==> src/sv/etpf_pkg.sv <==
// Package for the transmit pad/FCS block: frame limits, CRC constants, types.
// Used by every module of the block; depends on nothing.
package etpf_pkg;

   localparam int MAX_FRAME_BYTES = 1522;
   localparam int FCS_BYTES       = 4;
   localparam int STD_MIN_FRAME   = 60;
   localparam int DATA_LIMIT      = MAX_FRAME_BYTES - FCS_BYTES;
   localparam int COUNT_W         = $clog2(DATA_LIMIT + 1);
   localparam int FCS_IDX_W       = $clog2(FCS_BYTES);
   localparam int MIN_W           = 6;

   localparam logic [31:0] CRC_POLY = 32'hEDB8_8320;
   localparam logic [31:0] CRC_INIT = 32'hFFFF_FFFF;

   typedef enum logic {
      PH_DATA,
      PH_TAIL
   } phase_type;

   typedef struct packed {
      logic [7:0] out_byte;
      logic       end_of_frame;
      logic       too_long;
   } rsp_item_type;

endpackage

==> src/sv/etpf_crc.sv <==
// Reflected CRC-32 byte fold (IEEE 802.3 polynomial), purely combinational.
// Depends on etpf_pkg for the polynomial.
module etpf_crc (
   input  logic [31:0] crc_cur,
   input  logic [7:0]  data,
   output logic [31:0] crc_next
);

   always_comb begin
      logic [31:0] c;
      c = crc_cur ^ {24'h0, data};
      for (int i = 0; i < 8; i++) begin
         c = c[0] ? ((c >> 1) ^ etpf_pkg::CRC_POLY) : (c >> 1);
      end
      crc_next = c;
   end

endmodule

==> src/sv/etpf_seq.sv <==
// Frame sequencer: passes data bytes, appends zero pad and the FCS bytes,
// keeps the running CRC, byte count and overflow flag. Uses etpf_pkg, etpf_crc.
module etpf_seq (
   input  logic                    clock,
   input  logic                    reset,
   input  logic [5:0]              min_frame,
   input  logic                    in_valid,
   input  logic [7:0]              in_data,
   input  logic                    in_last,
   input  logic                    out_free,
   output logic                    consume,
   output logic                    emit,
   output etpf_pkg::rsp_item_type  item
);

   localparam logic [etpf_pkg::FCS_IDX_W-1:0] LAST_FCS =
      etpf_pkg::FCS_IDX_W'(etpf_pkg::FCS_BYTES - 1);

   etpf_pkg::phase_type                phase_ff, phase_in;
   logic [etpf_pkg::COUNT_W-1:0]       count_ff, count_in;
   logic [31:0]                        crc_ff, crc_in;
   logic                               overflow_ff, overflow_in;
   logic [etpf_pkg::FCS_IDX_W-1:0]     fcs_idx_ff, fcs_idx_in;

   logic [31:0]                        crc_next;
   logic [31:0]                        fcs;
   logic [7:0]                         fold_byte;
   logic [etpf_pkg::MIN_W-1:0]         min_len;

   // settings above the standard minimum act as the standard minimum
   assign min_len = (min_frame > etpf_pkg::MIN_W'(etpf_pkg::STD_MIN_FRAME)) ?
                    etpf_pkg::MIN_W'(etpf_pkg::STD_MIN_FRAME) : min_frame;

   assign fold_byte = (phase_ff == etpf_pkg::PH_DATA) ? in_data : 8'h00;
   assign fcs       = ~crc_ff;

   etpf_crc u_crc (
      .crc_cur  (crc_ff),
      .data     (fold_byte),
      .crc_next (crc_next)
   );

   always_ff @(posedge clock) begin
      if (reset) begin
         phase_ff    <= etpf_pkg::PH_DATA;
         count_ff    <= '0;
         crc_ff      <= etpf_pkg::CRC_INIT;
         overflow_ff <= 1'b0;
         fcs_idx_ff  <= '0;
      end else begin
         phase_ff    <= phase_in;
         count_ff    <= count_in;
         crc_ff      <= crc_in;
         overflow_ff <= overflow_in;
         fcs_idx_ff  <= fcs_idx_in;
      end
   end

   always_comb begin
      phase_in     = phase_ff;
      count_in     = count_ff;
      crc_in       = crc_ff;
      overflow_in  = overflow_ff;
      fcs_idx_in   = fcs_idx_ff;
      consume      = 1'b0;
      emit         = 1'b0;
      item.out_byte     = in_data;
      item.end_of_frame = 1'b0;
      item.too_long     = 1'b0;

      unique case (phase_ff)
         etpf_pkg::PH_DATA: begin
            if (in_valid && out_free) begin
               consume = 1'b1;
               if (count_ff < etpf_pkg::COUNT_W'(etpf_pkg::DATA_LIMIT)) begin
                  emit     = 1'b1;
                  crc_in   = crc_next;
                  count_in = count_ff + 1'b1;
               end else begin
                  // frame too long: drop the byte
                  overflow_in = 1'b1;
               end
               if (in_last) begin
                  phase_in = etpf_pkg::PH_TAIL;
               end
            end
         end
         etpf_pkg::PH_TAIL: begin
            if (out_free) begin
               emit = 1'b1;
               if (count_ff < etpf_pkg::COUNT_W'(min_len)) begin
                  item.out_byte = 8'h00;
                  crc_in        = crc_next;
                  count_in      = count_ff + 1'b1;
               end else begin
                  item.out_byte = fcs[8*fcs_idx_ff +: 8];
                  fcs_idx_in    = fcs_idx_ff + 1'b1;
                  if (fcs_idx_ff == LAST_FCS) begin
                     item.end_of_frame = 1'b1;
                     item.too_long     = overflow_ff;
                     crc_in            = etpf_pkg::CRC_INIT;
                     count_in          = '0;
                     overflow_in       = 1'b0;
                     fcs_idx_in        = '0;
                     phase_in          = etpf_pkg::PH_DATA;
                  end
               end
            end
         end
         default: begin
            phase_in = etpf_pkg::PH_DATA;
         end
      endcase
   end

endmodule

==> src/sv/ethernet_tx_pad_and_fcs.sv <==
// Ethernet transmit pad and FCS generator, top level.
// Uses etpf_pkg and etpf_seq (which holds etpf_crc).
//
// Usage:
//   req_*  : frame bytes in order, req_last_byte on the final one; valid/ready.
//   rsp_*  : transmit bytes: data, zero pad up to the minimum length, then the
//            four FCS bytes least significant first; rsp_end_of_frame marks
//            the last FCS byte, rsp_too_long flags a truncated frame on it.
//   csr_*  : one register, min_frame_bytes (6 bits, values above 60 act as 60),
//            always ready; write it only between frames.
// Path: an accepted request enters the input register; the sequencer moves it
// into the output register, which drives rsp_valid, once that register is free.
// Throughput: one byte per cycle while the receiver does not stall. After the last
// byte the input is held off while the pad and the four FCS bytes go out, set by
// the single byte-wide CRC fold. Data bytes beyond 1518 are dropped.
// Reset: empties both registers, minimum back to 60, CRC to all ones, count 0.
// Receiver stall: the output register holds its byte; the sequencer and then
// the input register stop, and req_ready drops once the input register is full.
module ethernet_tx_pad_and_fcs (
   input  logic       clock,
   input  logic       reset,
   input  logic       req_valid,
   output logic       req_ready,
   input  logic [7:0] req_data_byte,
   input  logic       req_last_byte,
   output logic       rsp_valid,
   input  logic       rsp_ready,
   output logic [7:0] rsp_out_byte,
   output logic       rsp_end_of_frame,
   output logic       rsp_too_long,
   input  logic       csr_valid,
   output logic       csr_ready,
   input  logic [5:0] csr_min_frame_bytes
);

   logic        in_valid_ff, in_valid_in;
   logic [7:0]  in_data_ff;
   logic        in_last_ff;
   logic [5:0]  min_frame_ff;
   logic        rsp_valid_ff, rsp_valid_in;
   etpf_pkg::rsp_item_type rsp_item_ff;

   logic        out_free;
   logic        consume;
   logic        emit;
   logic        req_take;
   etpf_pkg::rsp_item_type seq_item;

   assign csr_ready   = 1'b1;
   assign out_free    = !rsp_valid_ff || rsp_ready;
   assign req_ready   = !in_valid_ff || consume;
   assign req_take    = req_valid && req_ready;
   assign in_valid_in = (in_valid_ff && !consume) || req_take;
   assign rsp_valid_in = emit || (rsp_valid_ff && !rsp_ready);

   always_ff @(posedge clock) begin
      if (reset) begin
         in_valid_ff  <= 1'b0;
         rsp_valid_ff <= 1'b0;
         min_frame_ff <= 6'(etpf_pkg::STD_MIN_FRAME);
      end else begin
         in_valid_ff  <= in_valid_in;
         rsp_valid_ff <= rsp_valid_in;
         if (csr_valid && csr_ready) begin
            min_frame_ff <= csr_min_frame_bytes;
         end
      end
   end

   always_ff @(posedge clock) begin
      if (req_take) begin
         in_data_ff <= req_data_byte;
         in_last_ff <= req_last_byte;
      end
      if (emit) begin
         rsp_item_ff <= seq_item;
      end
   end

   etpf_seq u_seq (
      .clock     (clock),
      .reset     (reset),
      .min_frame (min_frame_ff),
      .in_valid  (in_valid_ff),
      .in_data   (in_data_ff),
      .in_last   (in_last_ff),
      .out_free  (out_free),
      .consume   (consume),
      .emit      (emit),
      .item      (seq_item)
   );

   assign rsp_valid        = rsp_valid_ff;
   assign rsp_out_byte     = rsp_item_ff.out_byte;
   assign rsp_end_of_frame = rsp_item_ff.end_of_frame;
   assign rsp_too_long     = rsp_item_ff.too_long;

endmodule

==> config.mk <==
export PLATFORM = sky130hd
export DESIGN_NAME = ethernet_tx_pad_and_fcs
export DESIGN_NICKNAME = d
export VERILOG_FILES = /design/src/sv/etpf_pkg.sv /design/src/sv/etpf_crc.sv /design/src/sv/etpf_seq.sv /design/src/sv/ethernet_tx_pad_and_fcs.sv
export SDC_FILE = /design/constraint.sdc
export NUM_CORES = 1
export LEC_CHECK = 0
export BUFFER_PORTS_ARGS = -buffer_cell sky130_fd_sc_hd__buf_4
export CAP_MARGIN = 20
export CELL_PAD_IN_SITES_DETAIL_PLACEMENT = 1
export CELL_PAD_IN_SITES_GLOBAL_PLACEMENT = 2
export CORE_UTILIZATION = 36
export CTS_BUF_LIST = sky130_fd_sc_hd__clkbuf_4
export DETAILED_ROUTE_END_ITERATION = 8
export PLACE_DENSITY_LB_ADDON = 0.1
export SLEW_MARGIN = 20
export SYNTH_ARGS = -nofsm -noshare
export SYNTH_HDL_FRONTEND = slang
export SYNTH_SLANG_ARGS = --single-unit
==> constraint.sdc <==
create_clock -name clock -period 2.6 [get_ports clock]
set_input_delay 0.26 -clock clock [delete_from_list [all_inputs] [get_ports clock]]
set_output_delay 0.26 -clock clock [all_outputs]
set_load 0.01 [all_outputs]
== Yosys cells after proc, flatten, opt, wreduce, memory -nomap -nowiden ==
Index checks and enable logic that the tools add are counted.

* Add/subtract/negate cells: 2
* $lt $le $gt $ge: 3
* Equality and inequality tests: 8
* Shift operators: 1
* Mux-type cells: 46
* Bitwise gates (word level): 14
* Reduce and logical (&&, ||, !) cells: 17

{| class="wikitable"
|+ Operator list
! cell !! number
|-
| $mux 32 || 13
|-
| $not 13->14 || 8
|-
| $pmux 32 s2 || 1
|-
| $mux 11 || 5
|-
| $not 32->32 || 1
|-
| $shiftx 32x6->8 || 1
|-
| $xor 32x8->32 || 1
|-
| $pmux 11 s2 || 1
|-
| $mux 10 || 2
|-
| $mux 8 || 2
|-
| $mux 1 || 15
|-
| $add 11x1->11 const B || 1
|-
| $lt 11x11->1 const B || 1
|-
| $lt 11x6->1 || 1
|-
| $ne 2x2->1 const B || 5
|-
| $gt 6x6->1 const B || 1
|-
| $mux 2 || 3
|-
| $mux 6 || 1
|-
| $pmux 1 s2 || 3
|-
| $reduce_and 5->1 || 1
|-
| $logic_and 1x1->1 || 4
|-
| $logic_not 1->1 || 4
|-
| $logic_or 1x1->1 || 4
|-
| $not 1->1 || 4
|-
| 8 further kinds || 8
|}

* Flip-flop bits (word level): 74
* Input port bits: 20
* Logic and storage cells: 104

== Longest topological paths before layout ==
* Depth after elaboration: 21
* Mapped depth: 12
* Gate-level depth less buffers: 9

== Modules after synthesis ==
From an unflattened synthesis, not the netlist that was laid out.

* Cells, all modules: 412
* Area, all modules: 4,061.4 µm²

{| class="wikitable"
|+ By module, submodules not included
! module !! times used !! cells an instance !! area an instance (µm²) !! sequential area each (µm²)
|-
| etpf_seq || 1 || 292 || 2,333.5 || 940.9
|-
| ethernet_tx_pad_and_fcs || 1 || 50 || 892.1 || 730.7
|-
| etpf_crc || 1 || 70 || 835.8 || 0.0
|}

== Worst setup path before layout ==
No wires, ideal clock.

* Path kind: register to register
* Start point: reg min_frame_ff[3]
* End point: reg u_seq.crc_ff[31]
* Setup time: 0.149 ns
* Data arrival time: 2.268 ns
* Data required time: 2.451 ns
* Path slack: 0.182 ns
* Cell stages (with the launch flop): 12
* Path buffers: 3
* Clock period less this slack: 2.418 ns
* Cells stage by stage: dfxtp_1 -> nand4_1 -> nand2_1 -> ha_1 -> o211ai_1 -> o21ba_2 -> o221a_2 -> buf_6 -> o21ai_2 -> clkbuf_1 -> clkbuf_1 -> o211ai_1

* Cells in the longest elaborated chain, start to end: 6

{| class="wikitable"
|+ RTL lines
! item !! line !! source
|-
| start: declaration || ethernet_tx_pad_and_fcs.sv:39 || <nowiki>logic [5:0] min_frame_ff;</nowiki>
|-
| start signal: assignment || ethernet_tx_pad_and_fcs.sv:60 || <nowiki>min_frame_ff <= 6'(etpf_pkg::STD_MIN_FRAME);</nowiki>
|-
| start signal: assignment || ethernet_tx_pad_and_fcs.sv:65 || <nowiki>min_frame_ff <= csr_min_frame_bytes;</nowiki>
|-
| $gt 6x6->1 || etpf_seq.sv:31 || <nowiki>assign min_len = (min_frame > etpf_pkg::MIN_W'(etpf_pkg::STD_MIN_FRAME)) ?</nowiki>
|-
| $mux 6 (*) || etpf_seq.sv:31 ||
|-
| $lt 11x6->1 (*) || etpf_seq.sv:91 || <nowiki>if (count_ff < etpf_pkg::COUNT_W'(min_len)) begin</nowiki>
|-
| $mux 32 || etpf_seq.sv:91 ||
|-
| $mux 32 || etpf_seq.sv:89 || <nowiki>if (out_free) begin</nowiki>
|-
| $pmux 32 s2 || etpf_seq.sv:71 || <nowiki>unique case (phase_ff)</nowiki>
|-
| end signal: assignment || etpf_seq.sv:47 || <nowiki>crc_ff <= etpf_pkg::CRC_INIT;</nowiki>
|-
| end signal: assignment || etpf_seq.sv:53 || <nowiki>crc_ff <= crc_in;</nowiki>
|-
| end: declaration || etpf_seq.sv:21 || <nowiki>logic [31:0] crc_ff, crc_in;</nowiki>
|}

Mark *: on every way between the ends. The rest lies on a longest branch, timed or not. The select of a mux whose other input is x is not followed.
A chain may end at the register's enable or synchronous reset.

== Worst setup path in the final report ==
* Start point: reg min_frame_ff[4]
* End point: reg u_seq.count_ff[9] (netlist bit)

* Cells in the longest elaborated chain, start to end: 6

{| class="wikitable"
|+ RTL lines
! item !! line !! source
|-
| $gt 6x6->1 || etpf_seq.sv:31 ||
|-
| $mux 6 (*) || etpf_seq.sv:31 ||
|-
| $lt 11x6->1 (*) || etpf_seq.sv:91 ||
|-
| $mux 11 || etpf_seq.sv:91 ||
|-
| $mux 11 || etpf_seq.sv:89 ||
|-
| $pmux 11 s2 || etpf_seq.sv:71 ||
|-
| end signal: assignment || etpf_seq.sv:52 || <nowiki>count_ff <= count_in;</nowiki>
|-
| end: declaration || etpf_seq.sv:20 || <nowiki>logic [etpf_pkg::COUNT_W-1:0] count_ff, count_in;</nowiki>
|}

Marked as above.

==> results_dict.tcl <==
set metrics [dict create \
    clkTransAtPathRegs_ps 130 \
    start_kind "flip-flop" \
    r2r_slack_ps 140 \
    worstRegToRegCells 8 \
    crit_chain "inv_1 -> ha_1 -> a21o_1 -> a2111oi_4 -> o221a_2 -> o21ai_2 -> or4_1 -> a21oi_1" \
    min_from "csr_min_frame_bytes[1]" \
    die_height_um 110 \
    grt_pass1_vias 3412 \
    cpLargestDelayFamily "compound AO/OA/AOI/OAI gates" \
    status "finished, final reports clean" \
    synthArstFlopShare_pct 0 \
    path_class "reg2reg" \
    cts_tree "yes" \
    finalHoldViolCount 0 \
    clock_sinks 74 \
    finalMaxSlewViolations 0 \
    die_w_um 110 \
    fmaxAchievable_ghz 0.406 \
    clock_latency_ps 460 \
    io_pins 33 \
    syn_avg_cell_area_sq_um 9.90 \
    cts_root_buf "clkbuf_4" \
    grt_max_degree 37 \
    placementRows 39 \
    place_congestion 0.798 \
    fin_crit_sh_pct 94.7 \
    cp_num_buf_inv 1 \
    drt-wirelength-per-cell_um 18.7 \
    r2r_end "u_seq.count_ff[9]" \
    cts_made_buffers 9 \
    instances_no_fill 630 \
    final_net_count 509 \
    synth_top_area_share_pct 26.1 \
    timing.hold.ws_ps 46.1 \
    vias 3302 \
    ir_drop_mv 0.678 \
    hold_path_end "min_frame_ff[1]" \
    p_total_mw 5.57 \
    initial_core_util_pct 37.0 \
    synth_area_sq_um 4230 \
    core_sq_um 11400 \
    synth_most_common_cell "xnor2_1" \
    yosysTopAreaCell "dfxtp_1" \
    ys_types 52 \
    cts.path.max_buffers 2 \
    p_leak_nw 1.98 \
    drive_gt1_share_pct 18.5 \
    finalCriticalPeriod_ps 2460 \
    synth_cells 427 \
    track_usage_pct 21.3 \
    worst_pin_slew_ps 615 \
    synth-main-ff-cell "dfxtp_1" \
    drc 0 \
    synth-seq-cells 74 \
    multi_input_area_sq_um 2410 \
    setup_viol 0 \
    whs_path_depth 3 \
    skew_ps 23.5 \
    cp-end-kind "flip-flop" \
    synth_fp_nets 454 \
    firstDrtPassIters 4 \
    ys_warn_count 0 \
    cpPeakStageDelay_ps 530 \
    dpl.hpwl_um 8550 \
    n_antenna_cell 0 \
    grt_pass1_wl_um 18700 \
    portBuffers 31 \
    antenna_found_initial 0 \
    regArea_sq_um 1670 \
    grt_overflow_total 0 \
    synth_edf_count 19 \
    hold_path_class "in2reg" \
    critPathMaxFanout 7 \
    synthTopCellsByArea "dfxtp_1, edfxtp_1, xnor2_1" \
    drt_wl_total_um 11800 \
    cap_viol_max_count 0 \
    synthToLayoutAreaGrowth_pct 21.0 \
    slew_headroom_pct 59.0 \
    cellPowerDensity_nw_per_um2 1090 \
    utilization_pct 44.8 \
    fillers 1312 \
    die_area_sq_um 12200 \
    h-tree-depth 3 \
    drt_iter0_drc 122 \
    dpl.cell_count 600 \
    tns_ps 0 \
    vias_per_cell 5.24 \
    r2r_start "min_frame_ff[4]" \
    crit_slowest_cell "or4_1" \
    yosysSeqAreaShare_pct 39.6 \
    drtAntennaViolNets 0 \
    rsz0062_at_grt "no" \
    synth_commonest_cells "xnor2_1, dfxtp_1, nand2_1" \
    critPathArrivalTime_ps 2860 \
    required_ps 3000 \
]
==> per-stage QoR <==
step | instance area [sq um] | worst slack (ps)
3_5_place_dp | 4750 | 79.1
3_3_place_gp | 4750 | 173
5_1_grt | 5110 | 5.95
4_1_cts | 5090 | 49.7
6_report | 5110 | 138
2_1_floorplan | 4230 | 182
==> layer usage <==
metal | wire length, um | vias to the layer above | GRT usage [%]
li1 | - | 1616 | -
met1 | 5250 | 1644 | 25.9
met2 | 6100 | 27 | 37.4
met3 | 186 | 15 | 3.17
met4 | 226 | 0 | 8.93
met5 | 0 | - | 0
==> kinds of logic (layout without fill, tap and decap cells) <==
family / count (synthesis) / count (layout) / synth area share [%]
adder cells (fa/ha/maj): 7 / 7 / 2.07
buffers and inverters: 37 / 97 / 3.73
AO/OA/AOI/OAI: 82 / 82 / 13.4
multiplexers: 13 / 13 / 5.48
other: 1 / 1 / 0.0887
XOR/XNOR: 90 / 90 / 22.4
flip-flops: 74 / 74 / 39.6
AND/OR/NAND/NOR: 123 / 123 / 13.4
==> flip-flops by register name, indices dropped and copies added, names as in the netlist <==
signal,count
min_frame_ff,6
u_seq.phase_ff,1
u_seq.fcs_idx_ff,2
rsp_too_long,1
rsp_valid,1
u_seq.crc_ff,32
in_last_ff,1
u_seq.overflow_ff,1
u_seq.count_ff,11
rsp_end_of_frame,1
in_valid_ff,1
in_data_ff,8
rsp_out_byte,8
==> how the worst max path moves through the flow <==
stage                          startpoint           endpoint  cells after the start
after floorplan           min_frame_ff[3]   u_seq.crc_ff[31]                     11
after global placement    min_frame_ff[4]  u_seq.count_ff[2]                      9
after detailed placement  min_frame_ff[4]     u_seq.phase_ff                      9
after CTS                 min_frame_ff[4]  u_seq.count_ff[3]                      9
after global routing      min_frame_ff[4]  u_seq.count_ff[9]                      8
final                     min_frame_ff[4]  u_seq.count_ff[9]                      8
==> layout by cell type (no fill, tap or decap), drive strengths merged, types with 13 or more instances in the layout <==
| master | Yosys | layout |
|---|---|---|
| nor2 | 33 | 33 |
| xor2 | 17 | 17 |
| dfxtp | 55 | 55 |
| nand2 | 40 | 40 |
| nor3 | 15 | 15 |
| xnor2 | 62 | 62 |
| edfxtp | 19 | 19 |
| o211ai | 15 | 15 |
| buf | 8 | 57 |
| o21ai | 19 | 19 |
| dlygate4sd3 | 0 | 13 |
==> power by group <==
group | leakage, nW | switching [mW] | internal, mW
Clock | 0.106 | 0.451 | 0.583
Sequential | 0.636 | 0.250 | 1.41
Combinational | 1.24 | 1.29 | 1.59
==> layout make-up <==
| type | instances | share of cell area [%] |
|---|---|---|
| clock buffer | 9 | 1.32 |
| clock inverter | 7 | 2.76 |
| inverter | 11 | 0.807 |
| multi-input combinational | 316 | 47.2 |
| sequential | 74 | 32.7 |
| tap | 143 | 3.50 |
| timing repair buffer | 70 | 11.7 |
==> worst register-to-register path, stage by stage (launching register included) <==
cell and delay, ps:
dfxtp_1 360, inv_1 60, ha_1 320, a21o_1 210, a2111oi_4 350, o221a_2 300, o21ai_2 140, or4_1 530
a21oi_1 140
==> timing repair <==
action / in CTS / in global routing
setup endpoints to repair: 0 / 30
gates resized for setup: 0 / 4
hold buffers: 13 / 0
endpoints found under the hold margin: 13 / 0
buffers inserted: 0 / 1
Power figures use the tool's default switching activity.
